--- config.mk ---
export PLATFORM = sky130hd
export DESIGN_NAME = sha1_digest_engine
export DESIGN_NICKNAME = d
export VERILOG_FILES = /design/src/hw/rtl/sha1_pkg.sv /design/src/hw/rtl/sha1_round.sv /design/src/hw/rtl/sha1_digest_engine.sv
export SDC_FILE = /design/constraint.sdc
export NUM_CORES = 2
export LEC_CHECK = 0
export BUFFER_PORTS_ARGS = -buffer_cell sky130_fd_sc_hd__buf_2
export CAP_MARGIN = 30
export CORE_MARGIN = 5
export CORE_UTILIZATION = 35
export DETAILED_ROUTE_END_ITERATION = 16
export SYNTH_ARGS = -nofsm -noshare
export SYNTH_HDL_FRONTEND = slang
export SYNTH_HIERARCHICAL = 1
export SYNTH_SLANG_ARGS = --single-unit
--- constraint.sdc ---
create_clock -name clk_i -period 38 [get_ports clk_i]
set_input_delay 5.7 -clock clk_i [delete_from_list [all_inputs] [get_ports clk_i]]
set_output_delay 5.7 -clock clk_i [all_outputs]
set_load 0.05 [all_outputs]
--- src/hw/rtl/sha1_pkg.sv ---
`timescale 1ns / 1ps

package sha1_pkg;

  typedef enum logic [2:0] {
    ST_IDLE,
    ST_PAD,
    ST_ROUND,
    ST_FINAL,
    ST_OUT
  } state_e;

  typedef struct packed {
    logic [7:0] data_byte;
    logic       byte_present;
    logic       end_of_message;
  } in_t;

  typedef struct packed {
    logic [31:0] digest_word;
    logic [2:0]  word_index;
    logic        last_word;
  } out_t;

  typedef struct packed {
    logic [31:0] a;
    logic [31:0] b;
    logic [31:0] c;
    logic [31:0] d;
    logic [31:0] e;
  } wv_t;

  localparam logic [31:0] H_INIT [5] = '{
    32'h67452301, 32'hEFCDAB89, 32'h98BADCFE, 32'h10325476, 32'hC3D2E1F0
  };

  localparam logic [31:0] K_R0 = 32'h5A827999;
  localparam logic [31:0] K_R1 = 32'h6ED9EBA1;
  localparam logic [31:0] K_R2 = 32'h8F1BBCDC;
  localparam logic [31:0] K_R3 = 32'hCA62C1D6;

  localparam logic [7:0] PAD_BYTE   = 8'h80;
  localparam logic [6:0] RND_LAST   = 7'd79;
  localparam logic [6:0] RND_END_R0 = 7'd20;
  localparam logic [6:0] RND_END_R1 = 7'd40;
  localparam logic [6:0] RND_END_R2 = 7'd60;
  localparam logic [5:0] FILL_LAST  = 6'd63;
  localparam logic [5:0] FILL_LEN   = 6'd56;
  localparam logic [2:0] WORD_LAST  = 3'd4;
  localparam logic [2:0] LEN_LAST   = 3'd7;

endpackage

--- src/hw/rtl/sha1_round.sv ---
`timescale 1ns / 1ps

module sha1_round (
  input  sha1_pkg::wv_t  cur_i,
  input  logic [31:0]    w_i,
  input  logic [6:0]     rnd_i,
  output sha1_pkg::wv_t  nxt_o
);
  import sha1_pkg::*;

  logic [31:0] f;
  logic [31:0] k;
  logic [31:0] tmp;

  always_comb begin
    if (rnd_i < RND_END_R0) begin
      f = (cur_i.b & cur_i.c) | (~cur_i.b & cur_i.d);
      k = K_R0;
    end else if (rnd_i < RND_END_R1) begin
      f = cur_i.b ^ cur_i.c ^ cur_i.d;
      k = K_R1;
    end else if (rnd_i < RND_END_R2) begin
      f = (cur_i.b & cur_i.c) | (cur_i.b & cur_i.d) | (cur_i.c & cur_i.d);
      k = K_R2;
    end else begin
      f = cur_i.b ^ cur_i.c ^ cur_i.d;
      k = K_R3;
    end
  end

  assign tmp = {cur_i.a[26:0], cur_i.a[31:27]} + f + cur_i.e + k + w_i;

  always_comb begin
    nxt_o.a = tmp;
    nxt_o.b = cur_i.a;
    nxt_o.c = {cur_i.b[1:0], cur_i.b[31:2]};
    nxt_o.d = cur_i.c;
    nxt_o.e = cur_i.d;
  end

endmodule

--- src/hw/rtl/sha1_digest_engine.sv ---
`timescale 1ns / 1ps
// SHA-1 digest over a byte stream.
// Input channel: in_valid_i / in_stall_o with in_data_i carrying one optional
// message byte and an end-of-message flag. Output channel: out_valid_o /
// out_stall_i with out_data_o carrying one digest word, its index and a last
// flag; five transactions per ended message, h0 first.
// A byte transaction is accepted in the idle state. The transaction that completes a
// 64-byte block holds the input while the 80 rounds run on the single round
// unit, one round per cycle, and then while the result is added into the chaining words.
// At message end the padding bytes pass through the same byte path one per
// cycle (up to 72 bytes), with one or two block compressions in between, then
// the five digest words are offered, one per cycle when not
// stalled. The input stays stalled until the last word is taken.
// A stalled output word holds; the engine waits in that state.
// Reset loads the standard initial chaining values, clears the byte fill and
// bit length and returns to the idle state, ready for input.

module sha1_digest_engine #(
  parameter int LENGTH_COUNTER_BITS = 64
) (
  input  logic             clk_i,
  input  logic             rst_ni,
  input  logic             in_valid_i,
  output logic             in_stall_o,
  input  sha1_pkg::in_t    in_data_i,
  output logic             out_valid_o,
  input  logic             out_stall_i,
  output sha1_pkg::out_t   out_data_o
);
  import sha1_pkg::*;

  state_e state_q, state_d;
  logic [511:0] blk_q, blk_d;
  logic [5:0]   fill_q, fill_d;
  logic [LENGTH_COUNTER_BITS-1:0] bits_q, bits_d;
  logic [31:0]  chain_q [5];
  logic [31:0]  chain_d [5];
  wv_t          wv_q, wv_d, wv_rnd;
  logic [6:0]   rnd_q, rnd_d;
  logic         msg_end_q, msg_end_d;
  logic         pad_first_q, pad_first_d;
  logic         len_phase_q, len_phase_d;
  logic [2:0]   len_idx_q, len_idx_d;
  logic         done_q, done_d;
  logic [2:0]   out_idx_q, out_idx_d;

  logic         ins_en;
  logic [7:0]   ins_byte;
  logic [63:0]  len64;
  logic [63:0]  len_shift;
  logic [31:0]  sched_x;
  logic [31:0]  sched_new;
  logic         in_acc;
  logic         out_acc;

  assign in_stall_o  = (state_q != ST_IDLE);
  assign in_acc      = in_valid_i && !in_stall_o;
  assign out_valid_o = (state_q == ST_OUT);
  assign out_acc     = out_valid_o && !out_stall_i;

  assign out_data_o.digest_word = chain_q[out_idx_q];
  assign out_data_o.word_index  = out_idx_q;
  assign out_data_o.last_word   = (out_idx_q == WORD_LAST);

  assign len64     = 64'(bits_q);
  assign len_shift = len64 << {len_idx_q, 3'b000};
  assign sched_x   = blk_q[511:480] ^ blk_q[447:416] ^ blk_q[255:224] ^ blk_q[95:64];
  assign sched_new = {sched_x[30:0], sched_x[31]};

  sha1_round u_round (
    .cur_i (wv_q),
    .w_i   (blk_q[511:480]),
    .rnd_i (rnd_q),
    .nxt_o (wv_rnd)
  );

  always_comb begin
    state_d     = state_q;
    blk_d       = blk_q;
    fill_d      = fill_q;
    bits_d      = bits_q;
    chain_d     = chain_q;
    wv_d        = wv_q;
    rnd_d       = rnd_q;
    msg_end_d   = msg_end_q;
    pad_first_d = pad_first_q;
    len_phase_d = len_phase_q;
    len_idx_d   = len_idx_q;
    done_d      = done_q;
    out_idx_d   = out_idx_q;
    ins_en      = 1'b0;
    ins_byte    = in_data_i.data_byte;

    unique case (state_q)
      ST_IDLE: begin
        if (in_acc) begin
          if (in_data_i.byte_present) begin
            ins_en = 1'b1;
            bits_d = bits_q + LENGTH_COUNTER_BITS'(8);
          end
          if (in_data_i.end_of_message) begin
            msg_end_d   = 1'b1;
            pad_first_d = 1'b1;
            state_d     = ST_PAD;
          end
        end
      end
      ST_PAD: begin
        ins_en = 1'b1;
        if (pad_first_q) begin
          ins_byte    = PAD_BYTE;
          pad_first_d = 1'b0;
        end else if (!len_phase_q && fill_q != FILL_LEN) begin
          ins_byte = 8'h00;
        end else begin
          ins_byte    = len_shift[63:56];
          len_phase_d = 1'b1;
          len_idx_d   = len_idx_q + 3'd1;
          if (len_idx_q == LEN_LAST) begin
            done_d = 1'b1;
          end
        end
      end
      ST_ROUND: begin
        wv_d  = wv_rnd;
        blk_d = {blk_q[479:0], sched_new};
        rnd_d = rnd_q + 7'd1;
        if (rnd_q == RND_LAST) begin
          state_d = ST_FINAL;
        end
      end
      ST_FINAL: begin
        chain_d[0] = chain_q[0] + wv_q.a;
        chain_d[1] = chain_q[1] + wv_q.b;
        chain_d[2] = chain_q[2] + wv_q.c;
        chain_d[3] = chain_q[3] + wv_q.d;
        chain_d[4] = chain_q[4] + wv_q.e;
        rnd_d      = 7'd0;
        if (done_q) begin
          state_d = ST_OUT;
        end else if (msg_end_q) begin
          state_d = ST_PAD;
        end else begin
          state_d = ST_IDLE;
        end
      end
      ST_OUT: begin
        if (out_acc) begin
          if (out_idx_q == WORD_LAST) begin
            chain_d     = H_INIT;
            fill_d      = 6'd0;
            bits_d      = '0;
            msg_end_d   = 1'b0;
            pad_first_d = 1'b0;
            len_phase_d = 1'b0;
            len_idx_d   = 3'd0;
            done_d      = 1'b0;
            out_idx_d   = 3'd0;
            state_d     = ST_IDLE;
          end else begin
            out_idx_d = out_idx_q + 3'd1;
          end
        end
      end
      default: begin
        state_d = ST_IDLE;
      end
    endcase

    if (ins_en) begin
      blk_d  = {blk_q[503:0], ins_byte};
      fill_d = fill_q + 6'd1;
      if (fill_q == FILL_LAST) begin
        wv_d    = '{a: chain_q[0], b: chain_q[1], c: chain_q[2], d: chain_q[3], e: chain_q[4]};
        rnd_d   = 7'd0;
        state_d = ST_ROUND;
      end
    end
  end

  always_ff @(posedge clk_i or negedge rst_ni) begin
    if (!rst_ni) begin
      state_q     <= ST_IDLE;
      fill_q      <= 6'd0;
      bits_q      <= '0;
      chain_q     <= H_INIT;
      rnd_q       <= 7'd0;
      msg_end_q   <= 1'b0;
      pad_first_q <= 1'b0;
      len_phase_q <= 1'b0;
      len_idx_q   <= 3'd0;
      done_q      <= 1'b0;
      out_idx_q   <= 3'd0;
    end else begin
      state_q     <= state_d;
      fill_q      <= fill_d;
      bits_q      <= bits_d;
      chain_q     <= chain_d;
      rnd_q       <= rnd_d;
      msg_end_q   <= msg_end_d;
      pad_first_q <= pad_first_d;
      len_phase_q <= len_phase_d;
      len_idx_q   <= len_idx_d;
      done_q      <= done_d;
      out_idx_q   <= out_idx_d;
    end
  end

  always_ff @(posedge clk_i) begin
    blk_q <= blk_d;
    wv_q  <= wv_d;
  end

`ifndef SYNTHESIS
  a_no_input_during_output: assert property (
    @(posedge clk_i) disable iff (!rst_ni) out_valid_o |-> in_stall_o
  ) else $error("input accepted while digest words are pending");

  a_last_word_ends_output: assert property (
    @(posedge clk_i) disable iff (!rst_ni)
    out_acc && out_data_o.last_word |=> !out_valid_o && !in_stall_o
  ) else $error("output did not end after the last word");

  a_word_index_advances: assert property (
    @(posedge clk_i) disable iff (!rst_ni)
    out_acc && !out_data_o.last_word |=>
      out_valid_o && out_data_o.word_index == $past(out_data_o.word_index) + 3'd1
  ) else $error("digest word index did not advance");

  a_rounds_then_final: assert property (
    @(posedge clk_i) disable iff (!rst_ni)
    state_q == ST_ROUND && rnd_q == RND_LAST |=> state_q == ST_FINAL
  ) else $error("round sequence did not end in the chaining update");
`endif

endmodule
# Yosys cells after proc, flatten, opt, wreduce, memory -nomap -nowiden
# Index checks and enable logic that the tools add are counted.
# totals
register_bits,922
in_bits,14
output_inout_bits,38
elab_cells,159
# classes
addsub,14
n_lt_le_gt_ge,4
eq_ne,17
n_shift,1
mux,64
bitwise_logic,14
reduce_logical,24
# ops
cell,n
$mux W512,2
$mux W160,5
$pmux W160 S2,1
$add A32 B32 Y32,9
$mux W64,4
$mux W32,7
$xor A32 B32 Y32,5
$and A32 B32 Y32,4
$pmux W64 S2,1
$bmux W32 S3,1
$or A32 B32 Y32,3
$add A64 B4 Y64 const B,1
$shl A64 B6 Y64,1
$mux W3,13
$not A32 Y32,1
$mux W31,1
$mux W6,4
$mux W8,3
$reduce_and A5 Y1,4
$pmux W3 S5,1
$lt A7 B6 Y1 const B,2
$mux W7,2
$pmux W7 S2,1
$reduce_bool A2 Y1,7
other kinds (25),55

# Logic depth before layout (Yosys ltp)
# logic_depth
depth_word,13
depth_mapped,22

# By module
# Netlist, hierarchy kept.
# by_module_without_submodules
mod,instances,cells_each,area_per_inst_um2
sha1_digest_engine,1,5177,48290.1
sha1_round,1,781,6608.8

# Least setup slack after synthesis
# No wires, ideal clock.
# synth_path
path_kind,input to register
from,input in_data_i[1] in the netlist's numbering
to,"register blk_q[0], enable pin"
t_arrival_ns,14.984
setup_slack_ns,19.378
path_stages,5
n_path_buf,2
path_cell_list,and2_1 o21ai_1 clkbuf_1 clkbuf_1 nand2_1
# synth_via
elab_chain_cells,4
# synth_lines
item,line,rtl
from (decl),sha1_digest_engine.sv:25,"input sha1_pkg::in_t in_data_i,"
$mux W1,sha1_digest_engine.sv:97,if (in_data_i.byte_present) begin
$mux W1,sha1_digest_engine.sv:96,if (in_acc) begin
$pmux W1 S2,sha1_digest_engine.sv:94,unique case (state_q)
$reduce_bool A2 Y1 (no line),--,
to (signal assigned),sha1_digest_engine.sv:210,blk_q <= blk_d;
to (decl),sha1_digest_engine.sv:33,"logic [511:0] blk_q, blk_d;"
# Every way passes these cells.
# A chain may end at the register's enable or synchronous reset.

==> flow_metrics.env <==
export IMPL_synthArstFlopShare=0.269
export IMPL_cts_resized_gates=0
export IMPL_yosysTopAreaCell="edfxtp_1"
export IMPL_required_ns=32.30
export IMPL_ys_types=107
export IMPL_grt_max_degree=230
export IMPL_drcViolationCount=0
export IMPL_fmax_ghz=0.113
export IMPL_worst_clock_skew_ns=0.0306
export IMPL_rsz0062_at_grt="no"
export IMPL_die_area_sq_mm=0.165
export IMPL_maxSlewViolCount=0
export IMPL_hp_start="chain_q[95]"
export IMPL_wl_mm=144
export IMPL_root_buffer="clkbuf_16"
export IMPL_drv_cap=0
export IMPL_drt_initial_drc_count=3488
export IMPL_hp_class="reg -> reg"
export IMPL_end_kind="primary output"
export IMPL_cts_num_sinks=919
export IMPL_final_common_cell="nand2_1"
export IMPL_portBuffers=51
export IMPL_dp_slack_ns=28.59
export IMPL_first_global_vias=39800
export IMPL_setup_ws_ns=29.17
export IMPL_vias=40700
export IMPL_ff2ff_setup_slack_ns=31.51
export IMPL_crit_type="reg -> out"
export IMPL_cts_hold_buf=0
export IMPL_grt_first_pass_wirelength_mm=227
export IMPL_min_period_ns=8.83
export IMPL_dp_hpwl_mm=99.8
export IMPL_finalSetupTns_ns=0
export IMPL_cp_arrival_ns=3.13
export IMPL_grt_use_total=0.172
export IMPL_initial_core_util=0.352
export IMPL_r2r_end="wv_q[159]"
export IMPL_worstMarginPinSlew_ns=1.15
export IMPL_synth_seq_cells=919
export IMPL_maxSlewHeadroom=0.235
export IMPL_htreeDepth=3
export IMPL_seq_area_frac_synth=0.453
export IMPL_die_x_um=406
export IMPL_status="completed"
export IMPL_via_per_inst=5.15
export IMPL_r2r_start="rnd_q[3]"
export IMPL_synth_top_area_frac=0.280
export IMPL_start_kind="register"
export IMPL_finalCritPeriodShare=0.232
export IMPL_syn_area_sq_mm=0.0549
export IMPL_drive_above_1_share=0.0723
export IMPL_ff2ff_path_depth=19
export IMPL_gp_congestion=0.925
export IMPL_routedWlPerCell_um=18.3
export IMPL_core_sq_mm=0.156
export IMPL_path_clk_slew_ns=0.06
export IMPL_worstPathMaxFanout=33
export IMPL_synth_cells=5958
export IMPL_syn_area_per_cell_sq_um=9.21
export IMPL_yosys_top_cells_area="edfxtp_1 28%, nand2_1 12%, dfrtp_1 7.6%, dfxtp_1 5.8%, mux2i_1 4.7%"
export IMPL_layout_common_cells="1806 x nand2_1, 512 x edfxtp_1, 378 x o21ai_0, 269 x nor2_1, 261 x a21oi_1"
export IMPL_grt_antenna_before_repair=2
export IMPL_grt_overflow=0
export IMPL_synth_edf_count=512
export IMPL_ant_nets=0
export IMPL_area_delta_synth_final_pct=8.53
export IMPL_startpoint="out_idx_q[2]"
export IMPL_yosysWarnings=6
export IMPL_numCtsBuffers=102
export IMPL_drt_pass1_iter_count=5
export IMPL_ys_flop_type="edfxtp_1"
export IMPL_synth_net_count=6297
export IMPL_die_height_um=406
export IMPL_num_rows=145
export IMPL_layout_nets=6086
export IMPL_cts_tree="yes"
export IMPL_cp_endpoint="out_data_o[34]"
export IMPL_clockBufferDepth=3
export IMPL_hold_viol=0
export IMPL_setup_viol=0
export IMPL_clkLatencyLatePin_ns=0.72
export IMPL_n_fill_cell=15500
export IMPL_postCtsSetupBuffers=0
export IMPL_io_pins=52
==> metal layers <==
metal / track usage / up-vias / wire (um)
met5: 0 / - / 0
met4: 0.0591 / 0 / 4970
met3: 0.0218 / 232 / 6580
met2: 0.276 / 976 / 65600
met1: 0.242 / 19700 / 67200
li1: - / 19800 / -
==> logic make-up after synthesis <==
kind of cell | synth area share
XOR/XNOR | 0.0503
buffers and inverters | 0.0549
AO/OA/AOI/OAI | 0.117
flip-flops | 0.453
multiplexers | 0.0553
AND/OR/NAND/NOR | 0.179
adder cells (fa/ha/maj) | 0.0912
==> final cells by class <==
cell class	count	area (sq um)	share of cell area
clock buffer	136	2810	0.0472
multi-input combinational	4377	27100	0.455
timing repair buffer	99	803	0.0135
sequential	919	24900	0.417
inverter	248	931	0.0156
antenna	2	5.00	0.0000840
clock inverter	54	489	0.00821
tap	2058	2570	0.0432
==> registers in the layout (all words and copies together) (netlist names) <==
name,count
len_phase_q,1
chain_q,160
state_q,3
pad_first_q,1
len_idx_q,3
bits_q,61
wv_q,160
msg_end_q,1
fill_q,6
blk_q,512
done_q,1
out_idx_q,3
rnd_q,7
==> stage by stage <==
stage / cells / utilization / hold WS (ns) / area (sq um)
after floorplan: 5958 / - / 0.450 / 54900
after global placement: 7694 / 0.359 / 0.473 / 56100
after detailed placement: 7699 / 0.360 / 0.484 / 56200
after CTS: 7889 / 0.381 / 0.497 / 59500
after global routing: 7892 / 0.382 / 0.534 / 59600
final: 7893 / 0.382 / 0.495 / 59600
==> critical path: stages (launching register included) <==
cell and delay (ns):
dfrtp_2 0.44, buf_4 0.53, nand2b_2 0.79, o22ai_1 0.29, buf_2 0.30
==> cell usage after synthesis (5+ instances only) <==
library cell  count
and4_1           11
dfrtp_1         167
nor4_1            8
o31ai_1          16
o21bai_1         30
a221o_1          15
edfxtp_1        512
mux4_2           13
dfstp_2          80
a211o_1          11
and2_1            8
buf_1            37
or3_1            21
xnor2_1         195
o21ai_2           6
o21ai_0         378
a21oi_1         261
buf_4           130
a31oi_1          22
nand3_1          80
o21a_1           14
o22ai_1          43
nor3_1           53
a211oi_1         15
o21ai_1          16
and3_1           33
dfxtp_1         160
a21o_1           96
fa_1            125
nand2_1        1810
xor2_1          120
a22oi_1           5
nand4_1          36
nor2_1          274
mux2_2           15
o211ai_1         10
mux2i_1         257
inv_1           245
nor2b_1          25
nand2b_1         29
clkbuf_1        239
ha_1            200
a221oi_1         15
==> how the worst min path moves through the flow <==
stage,depth (start not counted),slack [ns],to
floorplan,2,0.45,chain_q[95]
global placement,2,0.47,chain_q[95]
detailed placement,2,0.48,chain_q[95]
CTS,2,0.50,chain_q[95]
global route,2,0.53,done_q
finish,2,0.49,chain_q[95]
Power is left out: the tool's default activity adds up to more than one toggle a clock period on the data nets, which glitch-free logic cannot reach.
